`config.mk`:
```
export PLATFORM = sky130hd
export DESIGN_NAME = fba_ctrl
export DESIGN_NICKNAME = d
export VERILOG_FILES = /design/src/design/fba_pkg.sv /design/src/design/fba_ctrl.sv
export SDC_FILE = /design/constraint.sdc
export NUM_CORES = 1
export LEC_CHECK = 0
export BUFFER_PORTS_ARGS = -buffer_cell sky130_fd_sc_hd__buf_4
export CAP_MARGIN = 15
export CORE_AREA = 2 2 39 41
export CTS_CLUSTER_SIZE = 10
export DETAILED_ROUTE_END_ITERATION = 8
export DIE_AREA = 0 0 41 43
export PLACE_DENSITY = 0.6
export SYNTH_ARGS = -nofsm -noshare
export SYNTH_HDL_FRONTEND = slang
export SYNTH_SLANG_ARGS = --single-unit
export TNS_END_PERCENT = 1
```
`constraint.sdc`:
```
create_clock -name clk_i -period 1.25 [get_ports clk_i]
set_input_delay 0.0625 -clock clk_i [delete_from_list [all_inputs] [get_ports clk_i]]
set_output_delay 0.0625 -clock clk_i [all_outputs]
set_load 0.05 [all_outputs]
```
`src/design/fba_pkg.sv`:
```
// Shared types, codes and constants for the frame bitmap allocator.
`timescale 1ns / 1ps

package fba_pkg;

  localparam int unsigned WORD_BITS  = 32;
  localparam int unsigned BIT_W      = $clog2(WORD_BITS);
  localparam int unsigned PFN_W      = 20;
  localparam int unsigned OP_W       = 2;
  localparam int unsigned ENTRY_W    = 32;
  localparam int unsigned FRAME_IO_W = 15;
  localparam int unsigned STATUS_W   = 2;
  localparam int unsigned CFG_W      = 16;

  localparam logic [CFG_W-1:0] FRAME_COUNT_RST = 16'd32768;

  localparam logic [OP_W-1:0] OP_MAP   = 2'd0;
  localparam logic [OP_W-1:0] OP_ALLOC = 2'd1;
  localparam logic [OP_W-1:0] OP_FREE  = 2'd2;

  localparam logic [STATUS_W-1:0] ST_DONE  = 2'd0;
  localparam logic [STATUS_W-1:0] ST_NOOP  = 2'd1;
  localparam logic [STATUS_W-1:0] ST_FULL  = 2'd2;
  localparam logic [STATUS_W-1:0] ST_RANGE = 2'd3;

  localparam logic [ENTRY_W-1:0] PTE_PRESENT    = 32'h0000_0001;
  localparam logic [ENTRY_W-1:0] PTE_FRAME_MASK = 32'hffff_f000;
  localparam logic [WORD_BITS-1:0] WORD_FULL    = 32'hffff_ffff;

  typedef enum logic [1:0] {
    RD_TGT,
    RD_FIRST,
    RD_NEXT
  } rd_sel_e;

  typedef enum logic [2:0] {
    RES_NOOP,
    RES_FULL,
    RES_RANGE,
    RES_MAP,
    RES_FREE,
    RES_ALLOC
  } res_sel_e;

  typedef struct packed {
    logic     in_ready;
    logic     capture;
    logic     clr_wr;
    rd_sel_e  rd_sel;
    logic     scan_start;
    logic     scan_step;
    logic     rmw_wr;
    logic     scan_wr;
    logic     res_load;
    res_sel_e res_sel;
    logic     out_load;
  } cmd_t;

  typedef struct packed {
    logic            clr_last;
    logic [OP_W-1:0] op;
    logic            present;
    logic            in_range;
    logic            words_zero;
    logic            word_full;
    logic            scan_last;
    logic            out_free;
  } sts_t;

  function automatic logic [ENTRY_W-1:0] make_pte(logic [PFN_W-1:0] pfn, logic kernel,
                                                   logic rw);
    return {pfn, 9'd0, ~kernel, rw, 1'b1};
  endfunction

endpackage

```
`src/design/fba_ctrl.sv`:
```
// Controller state machine: clear pass, request decode, bitmap scan and result handoff.
`timescale 1ns / 1ps

module fba_ctrl (
  input  logic          clk_i,
  input  logic          rst_ni,
  input  logic          in_valid_i,
  input  fba_pkg::sts_t sts_i,
  output fba_pkg::cmd_t cmd_o
);
  import fba_pkg::*;

  localparam logic [2:0] S_CLEAR = 3'd0;
  localparam logic [2:0] S_IDLE  = 3'd1;
  localparam logic [2:0] S_CHECK = 3'd2;
  localparam logic [2:0] S_RMW   = 3'd3;
  localparam logic [2:0] S_SCAN  = 3'd4;
  localparam logic [2:0] S_RESP  = 3'd5;

  logic [2:0] state_q, state_d;

  always_ff @(posedge clk_i or negedge rst_ni) begin
    if (!rst_ni) begin
      state_q <= S_CLEAR;
    end else begin
      state_q <= state_d;
    end
  end

  always_comb begin
    state_d = state_q;
    cmd_o   = '0;
    cmd_o.rd_sel  = RD_TGT;
    cmd_o.res_sel = RES_NOOP;
    unique case (state_q)
      S_CLEAR: begin
        cmd_o.clr_wr = 1'b1;
        if (sts_i.clr_last) state_d = S_IDLE;
      end
      S_IDLE: begin
        cmd_o.in_ready = 1'b1;
        if (in_valid_i) begin
          cmd_o.capture = 1'b1;
          state_d = S_CHECK;
        end
      end
      S_CHECK: begin
        state_d = S_RESP;
        unique case (sts_i.op)
          OP_MAP: begin
            if (sts_i.in_range) begin
              state_d = S_RMW;
            end else begin
              cmd_o.res_load = 1'b1;
              cmd_o.res_sel  = RES_RANGE;
            end
          end
          OP_ALLOC: begin
            if (sts_i.present) begin
              cmd_o.res_load = 1'b1;
            end else if (sts_i.words_zero) begin
              cmd_o.res_load = 1'b1;
              cmd_o.res_sel  = RES_FULL;
            end else begin
              cmd_o.rd_sel     = RD_FIRST;
              cmd_o.scan_start = 1'b1;
              state_d = S_SCAN;
            end
          end
          OP_FREE: begin
            if (!sts_i.present) begin
              cmd_o.res_load = 1'b1;
            end else if (!sts_i.in_range) begin
              cmd_o.res_load = 1'b1;
              cmd_o.res_sel  = RES_RANGE;
            end else begin
              state_d = S_RMW;
            end
          end
          default: cmd_o.res_load = 1'b1;
        endcase
      end
      S_RMW: begin
        cmd_o.rmw_wr   = 1'b1;
        cmd_o.res_load = 1'b1;
        cmd_o.res_sel  = (sts_i.op == OP_MAP) ? RES_MAP : RES_FREE;
        state_d = S_RESP;
      end
      S_SCAN: begin
        cmd_o.rd_sel = RD_NEXT;
        if (!sts_i.word_full) begin
          cmd_o.scan_wr  = 1'b1;
          cmd_o.res_load = 1'b1;
          cmd_o.res_sel  = RES_ALLOC;
          state_d = S_RESP;
        end else if (sts_i.scan_last) begin
          cmd_o.res_load = 1'b1;
          cmd_o.res_sel  = RES_FULL;
          state_d = S_RESP;
        end else begin
          cmd_o.scan_step = 1'b1;
        end
      end
      S_RESP: begin
        if (sts_i.out_free) begin
          cmd_o.out_load = 1'b1;
          state_d = S_IDLE;
        end
      end
      default: state_d = S_CLEAR;
    endcase
  end

endmodule

```
# == After elaboration in Yosys (flattened, before gate mapping) ==
# Index checks and enable logic that the tools add are counted.
# totals
regBits,3
ramBits,0
mem_count,0
latchBits,0
output_inout_bits,14
romBits,0
# classes
magnitude_cmp,0
n_bitwise,0
n_mux,39
n_shift,0
n_reduce_logical,3
n_div,0
eq_ne,11
addsub,0
mul,0
# op_table
op,count
3-bit two-way mux,11
3-bit case mux with 3 select lines,2
3-bit case mux with 6 select lines,1
4-bit two-way mux,4
1-bit two-way mux,14
4-bit case mux with 3 select lines,1
2-bit two-way mux,4
"3-bit by 2-bit equality test with 1-bit output, second input constant",2
"3-bit equality test, second input constant",2
"2-bit inequality test, second input constant",3
2-bit case mux with 2 select lines,1
4-bit AND reduction,1
"3-bit by 1-bit equality test with 1-bit output, second input constant",1
3-bit zero test,1
"3-bit inequality test, second input constant",1
1-bit case mux with 3 select lines,1
"2-bit by 1-bit equality test with 1-bit output, second input constant",1
"2-bit equality test, second input constant",1
2-bit zero test,1

# == Depth between registers and ports, before layout ==
# Gate-level depths: netlist (run 1).
# logic_depth
word_depth,4
mapped_depth,6
mapped_depth_nobuf,5

# == Worst setup path before layout (run 1) ==
# No wires, ideal clock.
# synth_timing
path_kind,register to output
startpoint,reg state_q[0]
endpoint,out cmd_o[1] (netlist name)
setup_slack_ns,-0.784
path_stages_with_launch,5
arrival_ns,1.972
t_required_ns,1.188
cell_sequence,dfrtp_1 > buf_2 > nor2_1 > a31oi_1 > o31ai_1
# synth_lines
item,line,text
from (decl),fba_ctrl.sv:20,"logic [2:0] state_q, state_d;"
from (signal assigned),fba_ctrl.sv:26,state_q <= state_d;
to (decl),fba_ctrl.sv:9,output fba_pkg::cmd_t cmd_o

==> summary.txt, run 1 <==
clk sinks: 3
biggest regs: state_q x3
RSZ-0062 raised after global routing: true
Post-synth EDFFs: 0
TritonCTS clock tree: done
critical path data required time: 1.19 ns
clock root cell: clkbuf_4
kind of critical path: reg -> out
H-tree Lvls: 1
post-synth top area share: 0.176
Die Wd: 41 um
GRT Total Usage: 0.167
gr ovfl total: 0
Cell variety after synth: 34
CP max stage cell: dfrtp_1
power per cell area: 2270 nW/um2
final hold vios: 0
wire length per cell: 11.6 um
share of cells above drive strength 1: 0.701
ranking of synthesized cells by area: dfrtp_1 18%, buf_6 7.9%, nand2b_4 6.5%
dpl hpwl: 929 um
largest net degree at the start of global routing: 11
Mean Syn Cell Area: 8.03 um2
die span in y: 43 um
clk_lat worst skew: 0.23 ns
Seq/Total Area, Yosys: 0.176
Largest Register: state_q
drt initial violations: 2
Cell Area, Placed: 706 um2
Slew HR: 0.806
final antenna diode count: 0
synthesized flop and latch total: 3
arrival time at the worst endpoint: 1.36 ns
Synth Cell Area: 425 um2
Area Overhead vs Synth: 99.7%
Top delay family on crit path: simple AND/OR/NAND/NOR gates
IO Port Bufs: 25
Layout Nets: 100
count leader, synth: nor2_1
Clock Path Buffers: 2
maxcap violations: 0
Hold Crit Class: in -> reg
setup violators final: 11
Post-Synthesis Cells: 53
antenna-violating nets left: 0
vias: 503
worst hold margin: 0.145 ns
Core ar.: 1380 um2
Crit Path Max Fanout: 4
Post-Place Worst Slack: -0.0145 ns
clock transition at the registers of the reported paths: 0.04 ns
stages on the worst setup path: 6
max incr delay on CP: 0.37 ns
Util after Layout: 0.614
startpoint type of the worst setup path: flop
cell taking the most area after synthesis: dfrtp_1
hold depth: 4
max reg flops: 3
Max Transition Viols Final: 0
post-DR vias/cell: 4.88
Buf+Inv Stages, Crit Path: 2
num ports: 26
die area: 1760 um2
starting density of the core: 0.307
Tcrit/Tclk final: 1.14
crit-path cells: nand2b_4 > or2_4 > clkinv_4 > nand2_4 > o31ai_4 > buf_6
violated checks: setup timing
VDD IR max: 1.01 mV
setup ws final: -0.170 ns
YS warnings: 0
CTS Buf Count: 3
commonest cells in the netlist: 7 x nor2_1, 3 x buf_6, 3 x dfrtp_1, 3 x nand2_1
final WL: 1200 um
CP endpoint kind: primary output
clk_skew: 0.000734 ns
asr flop ratio synth: 1.00
drt pass-1 iters: 2
Leak: 0.000366 uW
number of global-route vias before repair: 498
first-pass GRT wire length: 2010 um
final instance area: 850 um2
DRC violations left: 0
f_max: 0.704 GHz
Pwr Total: 1930 uW
min Tclk post-route: 1.42 ns
FP Rows: 14
top_reg_cell synth: dfrtp_1
Final Wtd Congestion: 0.748
syn_nets: 65
Fillers: 133
status: finished, violations left
depth of the worst register-to-register path: 3
initial antenna violation count: 0
Slew @ Worst Pin: 0.289 ns
-- worst paths after layout --
| path | start | endpoint | slack (ns) |
|---|---|---|---|
| worst min-delay path | in_valid_i | state_q[0]$_DFFE_PN0P_ | 0.14 |
| worst max register to register | state_q[0]$_DFFE_PN0P_ | state_q[2]$_DFFE_PN0P_ | 0.09 |
| worst min register to register | state_q[1]$_DFFE_PN0P_ | state_q[0]$_DFFE_PN0P_ | 0.64 |
| max in group asynchronous | rst_ni | state_q[0]$_DFFE_PN0P_ | 0.98 |
| worst max-delay path | state_q[1]$_DFFE_PN0P_ | cmd_o[1] | -0.17 |
| min in group asynchronous | rst_ni | state_q[2]$_DFFE_PN0P_ | 0.17 |
-- layout make-up --
cell class,instances,area [um2],area share
clock buffers,4,26.3,0.0309
inverters,2,12.5,0.0147
multi-input cells,44,384,0.452
flip-flops and latches,3,77.6,0.0913
well taps,16,20.0,0.0236
repair buffers,34,329,0.387
-- worst register-to-register path, delay by kind of cell (launching register included) --
family,cells,cell delay [ns]
simple gates,1,0.29
compound gates,1,0.12
buf+inv,1,0.17
flops,1,0.43
-- timing repair --
item                                    4_1_cts  5_1_grt
endpoints found under the hold margin         3        0
resized for setup                            22        6
setup buffers                                 1        0
cloned                                        0        0
endpoints found under the setup margin       14       15
hold buffers                                  1        0
pin swaps                                     2        2
-- cells in the final DEF (no fill, tap or decap), types with 2 or more instances in the layout --
| master | n |
|---|---|
| dfrtp_2 | 2 |
| nor2_1 | 2 |
| clkbuf_4 | 3 |
| nand2_1 | 2 |
| buf_8 | 2 |
| buf_4 | 16 |
| nand2b_4 | 3 |
| buf_6 | 15 |
| nor3_2 | 2 |
| a21oi_1 | 2 |
| o21ai_2 | 3 |
| nor2_2 | 4 |
-- report_power, final --
part,switching [uW],internal (uW)
logic,894,662
registers,56.5,146
clock network,47.4,119
-- through the flow --
stage	setup TNS (ns)	std cells
2_1_floorplan	-1.14	53
3_3_place_gp	0	97
3_5_place_dp	-0.0145	97
4_1_cts	-1.73	103
5_1_grt	-2.23	103
6_report	-1.26	103
-- metal layers --
| layer | wire (um) | global-route usage | share of wire | up-vias |
|---|---|---|---|---|
| li1 | - | - | - | 261 |
| met1 | 475 | 0.199 | 0.40 | 229 |
| met2 | 667 | 0.272 | 0.56 | 13 |
| met3 | 53 | 0.0262 | 0.044 | 0 |
| met4 | 0 | 0.0800 | 0 | 0 |
| met5 | 0 | 0 | 0 | - |
-- logic make-up after synthesis --
logic type | after synthesis | synth area share
simple gates | 29 | 0.438
compound gates | 14 | 0.241
buf+inv | 6 | 0.121
flops | 3 | 0.176
mux | 1 | 0.0235
No activity file was read; power rests on OpenSTA's default activity.
==> run 2: changes to the inputs <==
- PLACE_DENSITY: 0.6 -> 0.63
- clock period: 1.25 -> 1.3 ns (I/O delays scaled with it)
==> run 2 against run 1 <==
The flow still finishes with violations (setup timing). Combinational power shrank 13%. Register-to-register slack better by 0.10 ns. Global-route usage fell by 0.49 points. Flip-flop and latch count unchanged. Cell area is 9.9% lower. Non-clock buffer count down 3. Final cell count fell by 2.9%. Worst setup slack better by 0.035 ns. Sequential power shrank 3%. Critical path type unchanged. Critical endpoint unchanged. Largest power group unchanged.
==> summary.txt, run 2 (synthesis gave the netlist of run 1 again) <==
status: finished, violations left (unchanged)
violated checks: setup timing (unchanged)
commonest non-fill, non-tap cell in the layout: buf_4 (unchanged)
depth of the worst register-to-register path: 3 (unchanged)
Hold Crit Class: in -> reg (unchanged)
f_max: 0.697 GHz
Leak: 0.000340 uW (was 0.000366 uW)
number of global-route vias before repair: 480 (was 498)
Max Transition Viols Final: 0 (unchanged)
met1 Resource Use GR: 0.181 (was 0.199)
Die Wd: 41 um (unchanged)
kind of critical path: reg -> out (unchanged)
Reg2Reg Setup Slack: 0.19 ns (was 0.09 ns)
antenna-violating nets left: 0 (unchanged)
num ports: 26 (unchanged)
Clock Path Buffers: 2 (unchanged)
die area: 1760 um2 (unchanged)
met2 Usage GRT: 0.263 (was 0.272)
final WL: 1160 um (was 1200 um)
Worst Setup SP: state_q[1]$_DFFE_PN0P_ (unchanged)
end of the worst register-to-register path: state_q[2]$_DFFE_PN0P_ (unchanged)
Largest Register: state_q (unchanged)
Crit Path Max Fanout: 4 (unchanged)
post-DR vias/cell: 4.96 (was 4.88)
biggest regs: state_q x3 (unchanged)
drt pass-1 iters: 4 (was 2)
Area Overhead vs Synth: 80.0% (was 99.7%)
setup ws final: -0.135 ns (was -0.170 ns)
VDD IR max: 1.20 mV (was 1.01 mV)
vias: 496 (was 503)
largest net degree at the start of global routing: 11 (unchanged)
starting density of the core: 0.307 (unchanged)
Layout Nets: 97 (was 100)
RSZ-0062 raised after global routing: true (unchanged)
crit-path cells: nand2b_4 > or2_4 > clkinv_4 > nand2_2 > o31ai_2 > buf_6 (was nand2b_4 > or2_4 > clkinv_4 > nand2_4 > o31ai_4 > buf_6)
H-tree Lvls: 1 (unchanged)
initial antenna violation count: 0 (unchanged)
clk_lat worst skew: 0.24 ns (was 0.23 ns)
layer with the highest usage: met2 (unchanged)
Reg2Reg Launch Point: state_q[0]$_DFFE_PN0P_ (unchanged)
maxcap violations: 0 (unchanged)
power per cell area: 2250 nW/um2 (was 2270 nW/um2)
CTS Buf Count: 3 (unchanged)
final antenna diode count: 0 (unchanged)
max reg flops: 3 (unchanged)
most frequent cells in the layout: 19 x buf_4, 11 x buf_6, 6 x nor2_1 (was 16 x buf_4, 15 x buf_6, 4 x nor2_2)
clock root cell: clkbuf_4 (unchanged)
arrival time at the worst endpoint: 1.37 ns (was 1.36 ns)
gr ovfl total: 0 (unchanged)
first-pass GRT wire length: 1930 um (was 2010 um)
TritonCTS clock tree: done (unchanged)
die span in y: 43 um (unchanged)
hold_sp: in_valid_i (unchanged)
Core ar.: 1380 um2 (unchanged)
IO Port Bufs: 25 (unchanged)
Slew @ Worst Pin: 0.289 ns (about the same)
share of cells above drive strength 1: 0.631 (was 0.701)
Final Wtd Congestion: 0.743 (was 0.748)
startpoint type of the worst setup path: flop (unchanged)
clk_skew: 0.00259 ns (was 0.000734 ns)
max incr delay on CP: 0.37 ns (about the same)
hold depth: 4 (unchanged)
final hold vios: 0 (unchanged)
DRC violations left: 0 (unchanged)
FP Rows: 14 (unchanged)
hold endpoint: state_q[0]$_DFFE_PN0P_ (unchanged)
critical path data required time: 1.24 ns (was 1.19 ns)
Pwr Total: 1720 uW (was 1930 uW)
CP endpoint kind: primary output (unchanged)
Tcrit/Tclk final: 1.10
CP max stage cell: dfrtp_1 (unchanged)
wire length per cell: 11.6 um (about the same)
drt initial violations: 9 (was 2)
clk sinks: 3 (unchanged)
setup violators final: 11 (unchanged)
GRT Total Usage: 0.162 (was 0.167)
met3 usage: 0.0471 (was 0.0262)
min Tclk post-route: 1.44 ns
dpl hpwl: 909 um (was 929 um)
worst hold margin: 0.144 ns (was 0.145 ns)
clock transition at the registers of the reported paths: 0.04 ns (about the same)
Slew HR: 0.807 (was 0.806)
## run 2: cell count changes in the layout (fill, tap and decap cells not counted), moves of 3 or more
cell / previous run / this run
buf_6: 15 / 11
nor2_1: 2 / 6
buf_4: 16 / 19
nor2_2: 4 / 1
## run 2: where the power goes
group / internal [uW] / switching (uW) / leakage, uW / total, uW
registers: 140 / 55.2 / 0.0000350 / 196
logic: 553 / 805 / 0.000290 / 1360
clock network: 115 / 54.6 / 0.0000150 / 170
total: 809 / 915 / 0.000340 / 1720
## run 2: timing repair
item                                   in CTS  in global routing
buffers inserted                            1                  0
pin swaps                                   2                  1
gates resized for setup                    16                  6
setup endpoints to repair                  13                 14
endpoints found under the hold margin       3                  0
hold buffers                                1                  0
## run 2: layout make-up
type	count	area, um2
Timing Repair Buffer	31	277
Multi-Input combinational cell	44	353
Inverter	2	12.5
Clock buffer	4	26.3
Sequential cell	3	77.6
Tap cell	16	20.0
Fill cell	141	618
## run 2: worst max path at each step
stage	end	slack (ns)	depth (start not counted)
floorplan	cmd_o[12]	-0.41	3
finish	cmd_o[1]	-0.14	6
global placement	cmd_o[2]	0.06	3
global route	cmd_o[2]	-0.19	4
detailed placement	cmd_o[2]	0.04	3
CTS	cmd_o[1]	-0.16	6
## run 2: critical path: cells and delay by family, from the launching register on
kind | cells | cell delay, ns
buf+inv | 2 | 0.25
simple gates | 3 | 0.44
compound gates | 1 | 0.06
flops | 1 | 0.37
## run 2: routing by layer
layer  vias to the layer above  share of wire
met5                         -              0
met4                         0              0
met3                         0          0.071
met2                        21           0.52
met1                       224           0.41
li1                        251              -
## run 2: metrics by stage
stage	setup slack [ns]	std cells	area, um2	setup TNS [ns]	util
4_1_cts	-0.160	100	752	-0.977	0.543
2_1_floorplan	-0.414	53	452	-3.00	-
3_5_place_dp	0.0445	94	651	0	0.470
5_1_grt	-0.193	100	766	-1.55	0.553
6_report	-0.135	100	766	-0.785	0.553
3_3_place_gp	0.0569	94	651	0	0.470
==> run 3: changes to the inputs <==
- ABC_AREA: default -> 1
- PLACE_DENSITY: 0.63 -> 0.61
==> run 3 against run 2 <==
The flow still finishes with violations (setup timing). Critical path depth unchanged. Routed wire length up 12%. Combinational power up 7%. Non-clock buffer count up 3. Largest cell class unchanged. Clock power down 3%. Critical endpoint is now cmd_o[4]. First-iteration DRC count down 44%. Worst hold slack better by 0.016 ns. Sequential power up 11%. Maximum frequency down 0.29%. Sequential share of layout area down 0.88 points.
==> summary.txt, run 3 <==
status: finished, violations left (unchanged)
violated checks: setup timing (unchanged)
Pwr Total: 1830 uW (was 1720 uW)
first-pass GRT wire length: 1870 um (was 1930 um)
ranking of synthesized cells by area: dfrtp_1 18%, nand2_1 14%, inv_1 13% (was dfrtp_1 18%, buf_6 7.9%, nand2b_4 6.5%)
combinational power share: 0.792 (was 0.788)
cell taking the most area after synthesis: dfrtp_1 (unchanged)
stages on the worst setup path: 6 (unchanged)
clk_skew: 0.00218 ns (was 0.00259 ns)
clk_lat worst skew: 0.23 ns (was 0.24 ns)
depth of the worst register-to-register path: 6 (was 3)
Largest Register: state_q (unchanged)
Buf+Inv Stages, Crit Path: 2 (unchanged)
commonest non-fill, non-tap cell in the layout: buf_4 (unchanged)
startpoint type of the worst setup path: flop (unchanged)
crit-path cells: nor2_4 > nand2_4 > clkinvlp_4 > nand2_2 > nand4_1 > buf_6 (was nand2b_4 > or2_4 > clkinv_4 > nand2_2 > o31ai_2 > buf_6)
antenna-violating nets left: 0 (unchanged)
setup violators final: 11 (unchanged)
Sw Ratio: 0.560 (was 0.531)
Slew HR: 0.860 (was 0.807)
setup ws final: -0.140 ns (was -0.135 ns)
CP endpoint kind: primary output (unchanged)
num ports: 26 (unchanged)
Post-synth EDFFs: 0 (unchanged)
Crit Path Max Fanout: 5 (was 4)
Clk network pwr share: 0.090 (was 0.099)
commonest cells in the netlist: 15 x nand2_1, 14 x inv_1, 8 x nand3_1, 8 x nor2_1, 4 x nand4_1 (was 7 x nor2_1, 3 x buf_6, 3 x dfrtp_1, 3 x nand2_1)
synthesized flop and latch total: 3 (unchanged)
clk sinks: 3 (unchanged)
power per cell area: 2190 nW/um2 (was 2250 nW/um2)
f_max: 0.695 GHz (was 0.697 GHz)
Die Wd: 41 um (unchanged)
Top delay family on crit path: flip-flops (was simple AND/OR/NAND/NOR gates)
clock root cell: clkbuf_4 (unchanged)
biggest regs: state_q x3 (unchanged)
Layout Nets: 123 (was 97)
wire length per cell: 10.3 um (was 11.6 um)
gr ovfl total: 0 (unchanged)
die span in y: 43 um (unchanged)
Area Overhead vs Synth: 106% (was 80.0%)
post-synth top area share: 0.185 (was 0.176)
asr flop ratio synth: 1.00 (unchanged)
Mean Syn Cell Area: 5.57 um2 (was 8.03 um2)
drt initial violations: 5 (was 9)
top_reg_cell synth: dfrtp_1 (unchanged)
arrival time at the worst endpoint: 1.37 ns (about the same)
fin cells: 126 (was 100)
number of global-route vias before repair: 489 (was 480)
Core ar.: 1380 um2 (unchanged)
Util after Layout: 0.606 (was 0.553)
placed cells: 115 (was 94)
final WL: 1300 um (was 1160 um)
kind of critical path: reg -> out (unchanged)
final hold vios: 0 (unchanged)
Clock Path Buffers: 2 (unchanged)
max incr delay on CP: 0.47 ns (was 0.37 ns)
VDD IR max: 1.15 mV (was 1.20 mV)
die area: 1760 um2 (unchanged)
Cell variety after synth: 20 (was 34)
YS warnings: 0 (unchanged)
syn_nets: 85 (was 65)
min Tclk post-route: 1.44 ns (about the same)
final antenna diode count: 0 (unchanged)
IO Port Bufs: 25 (unchanged)
Post-Synthesis Cells: 73 (was 53)
largest net degree at the start of global routing: 6 (was 11)
P_sw: 1030 uW (was 915 uW)
post-DR vias/cell: 4.70 (was 4.96)
GRT Total Usage: 0.151 (was 0.162)
Seq/Total Area, Yosys: 0.185 (was 0.176)
internal power: 807 uW (was 809 uW)
Post-Place Worst Slack: -0.00229 ns (was 0.0445 ns)
starting density of the core: 0.294 (was 0.307)
count leader, synth: nand2_1 (was nor2_1)
critical path data required time: 1.24 ns (about the same)
most frequent cells in the layout: 21 x buf_4, 13 x inv_1, 13 x nand2_1, 11 x buf_6, 8 x nor2_1 (was 19 x buf_4, 11 x buf_6, 6 x nor2_1)
FP Rows: 14 (unchanged)
Leak: 0.000470 uW (was 0.000340 uW)
Tcrit/Tclk final: 1.11 (was 1.10)
drt pass-1 iters: 4 (unchanged)
Slew @ Worst Pin: 0.209 ns (was 0.289 ns)
Max Transition Viols Final: 0 (unchanged)
TritonCTS clock tree: done (unchanged)
clock transition at the registers of the reported paths: 0.04 ns (about the same)
Final Wtd Congestion: 0.734 (was 0.743)
Synth Cell Area: 407 um2 (was 425 um2)
max reg flops: 3 (unchanged)
CP max stage cell: dfrtp_2 (was dfrtp_1)
H-tree Lvls: 1 (unchanged)
initial antenna violation count: 0 (unchanged)
DRC violations left: 0 (unchanged)
CTS Buf Count: 3 (unchanged)
sequential share of power: 0.118 (was 0.114)
dpl hpwl: 970 um (was 909 um)
share of cells above drive strength 1: 0.509 (was 0.631)
Hold Crit Class: in -> async (was in -> reg)
Fillers: 142 (was 141)
maxcap violations: 0 (unchanged)
RSZ-0062 raised after global routing: true (unchanged)
vias: 592 (was 496)
-- run 3: cell types whose count changed in the layout (fill, tap and decap cells not counted), moves of 3 or more --
cell	previous run	this run
nand2_1	2	13
nand4_1	0	4
nand2b_4	3	0
o21ai_2	3	0
inv_1	1	13
nand3_1	1	6
-- run 3: cells by family (layout without fill, tap and decap cells) --
family / after synthesis / after routing / share of synthesized area
simple gates: 46 / 46 / 0.542
compound gates: 6 / 6 / 0.0892
flops: 3 / 3 / 0.185
buf+inv: 18 / 55 / 0.185
-- run 3: per-layer routing --
layer	global-route usage	vias up	share of wire
li1	-	313	-
met1	0.196	261	0.42
met2	0.247	18	0.52
met3	0.0366	0	0.061
met4	0.0200	0	0
met5	0	-	0
-- run 3: timing repair --
action	CTS	global route
endpoints found under the setup margin	12	14
setup buffers	0	6
gates resized for setup	12	12
hold buffers	1	0
endpoints found under the hold margin	3	0
pin swaps	1	4
-- run 3: layout make-up --
type | count | area, um2 | share of cell area
Multi-Input combinational cell | 52 | 338 | 0.403
Timing Repair Buffer | 34 | 307 | 0.366
Sequential cell | 3 | 77.6 | 0.0925
Inverter | 17 | 70.1 | 0.0836
Clock buffer | 4 | 26.3 | 0.0313
Tap cell | 16 | 20.0 | 0.0239
-- run 3: final timing paths --
path,startpoint,to,slack (ns)
setup / recovery,state_q[0]$_DFFE_PN0P_,cmd_o[4],-0.14
hold / removal,rst_ni,state_q[0]$_DFFE_PN0P_,0.16
setup reg to reg,state_q[0]$_DFFE_PN0P_,state_q[1]$_DFFE_PN0P_,0.05
hold reg to reg,state_q[2]$_DFFE_PN0P_,state_q[2]$_DFFE_PN0P_,0.72
max in group asynchronous,rst_ni,state_q[1]$_DFFE_PN0P_,1.03
min in group clk_i,sts_i[8],state_q[2]$_DFFE_PN0P_,0.23
-- run 3: through the flow --
stage                     setup TNS, ns  hold WS (ns)  instance area (um2)
after detailed placement       -0.00229        -0.143                  667
after CTS                        -0.656         0.154                  744
after global placement          -0.0128        -0.144                  667
after floorplan                   -1.40        -0.231                  455
after global routing              -1.37         0.162                  838
final                            -0.685         0.160                  838
-- run 3: power groups by stage --
stage                     sequential, uW  clock [uW]  combinational, uW
final                                217         165               1450
after global routing                 217         179               1560
after CTS                            217         170               1230
after detailed placement             198           0               1160
after global placement               200           0               1150
after floorplan                      177           0                877
-- run 3: worst reg2reg max path, stage by stage, from the launching register on --
cell and delay (ns):
dfrtp_2 0.47, nor2_4 0.18, buf_4 0.13, nand3b_1 0.08
nand2_1 0.09, nor2_2 0.04, and2_1 0.14
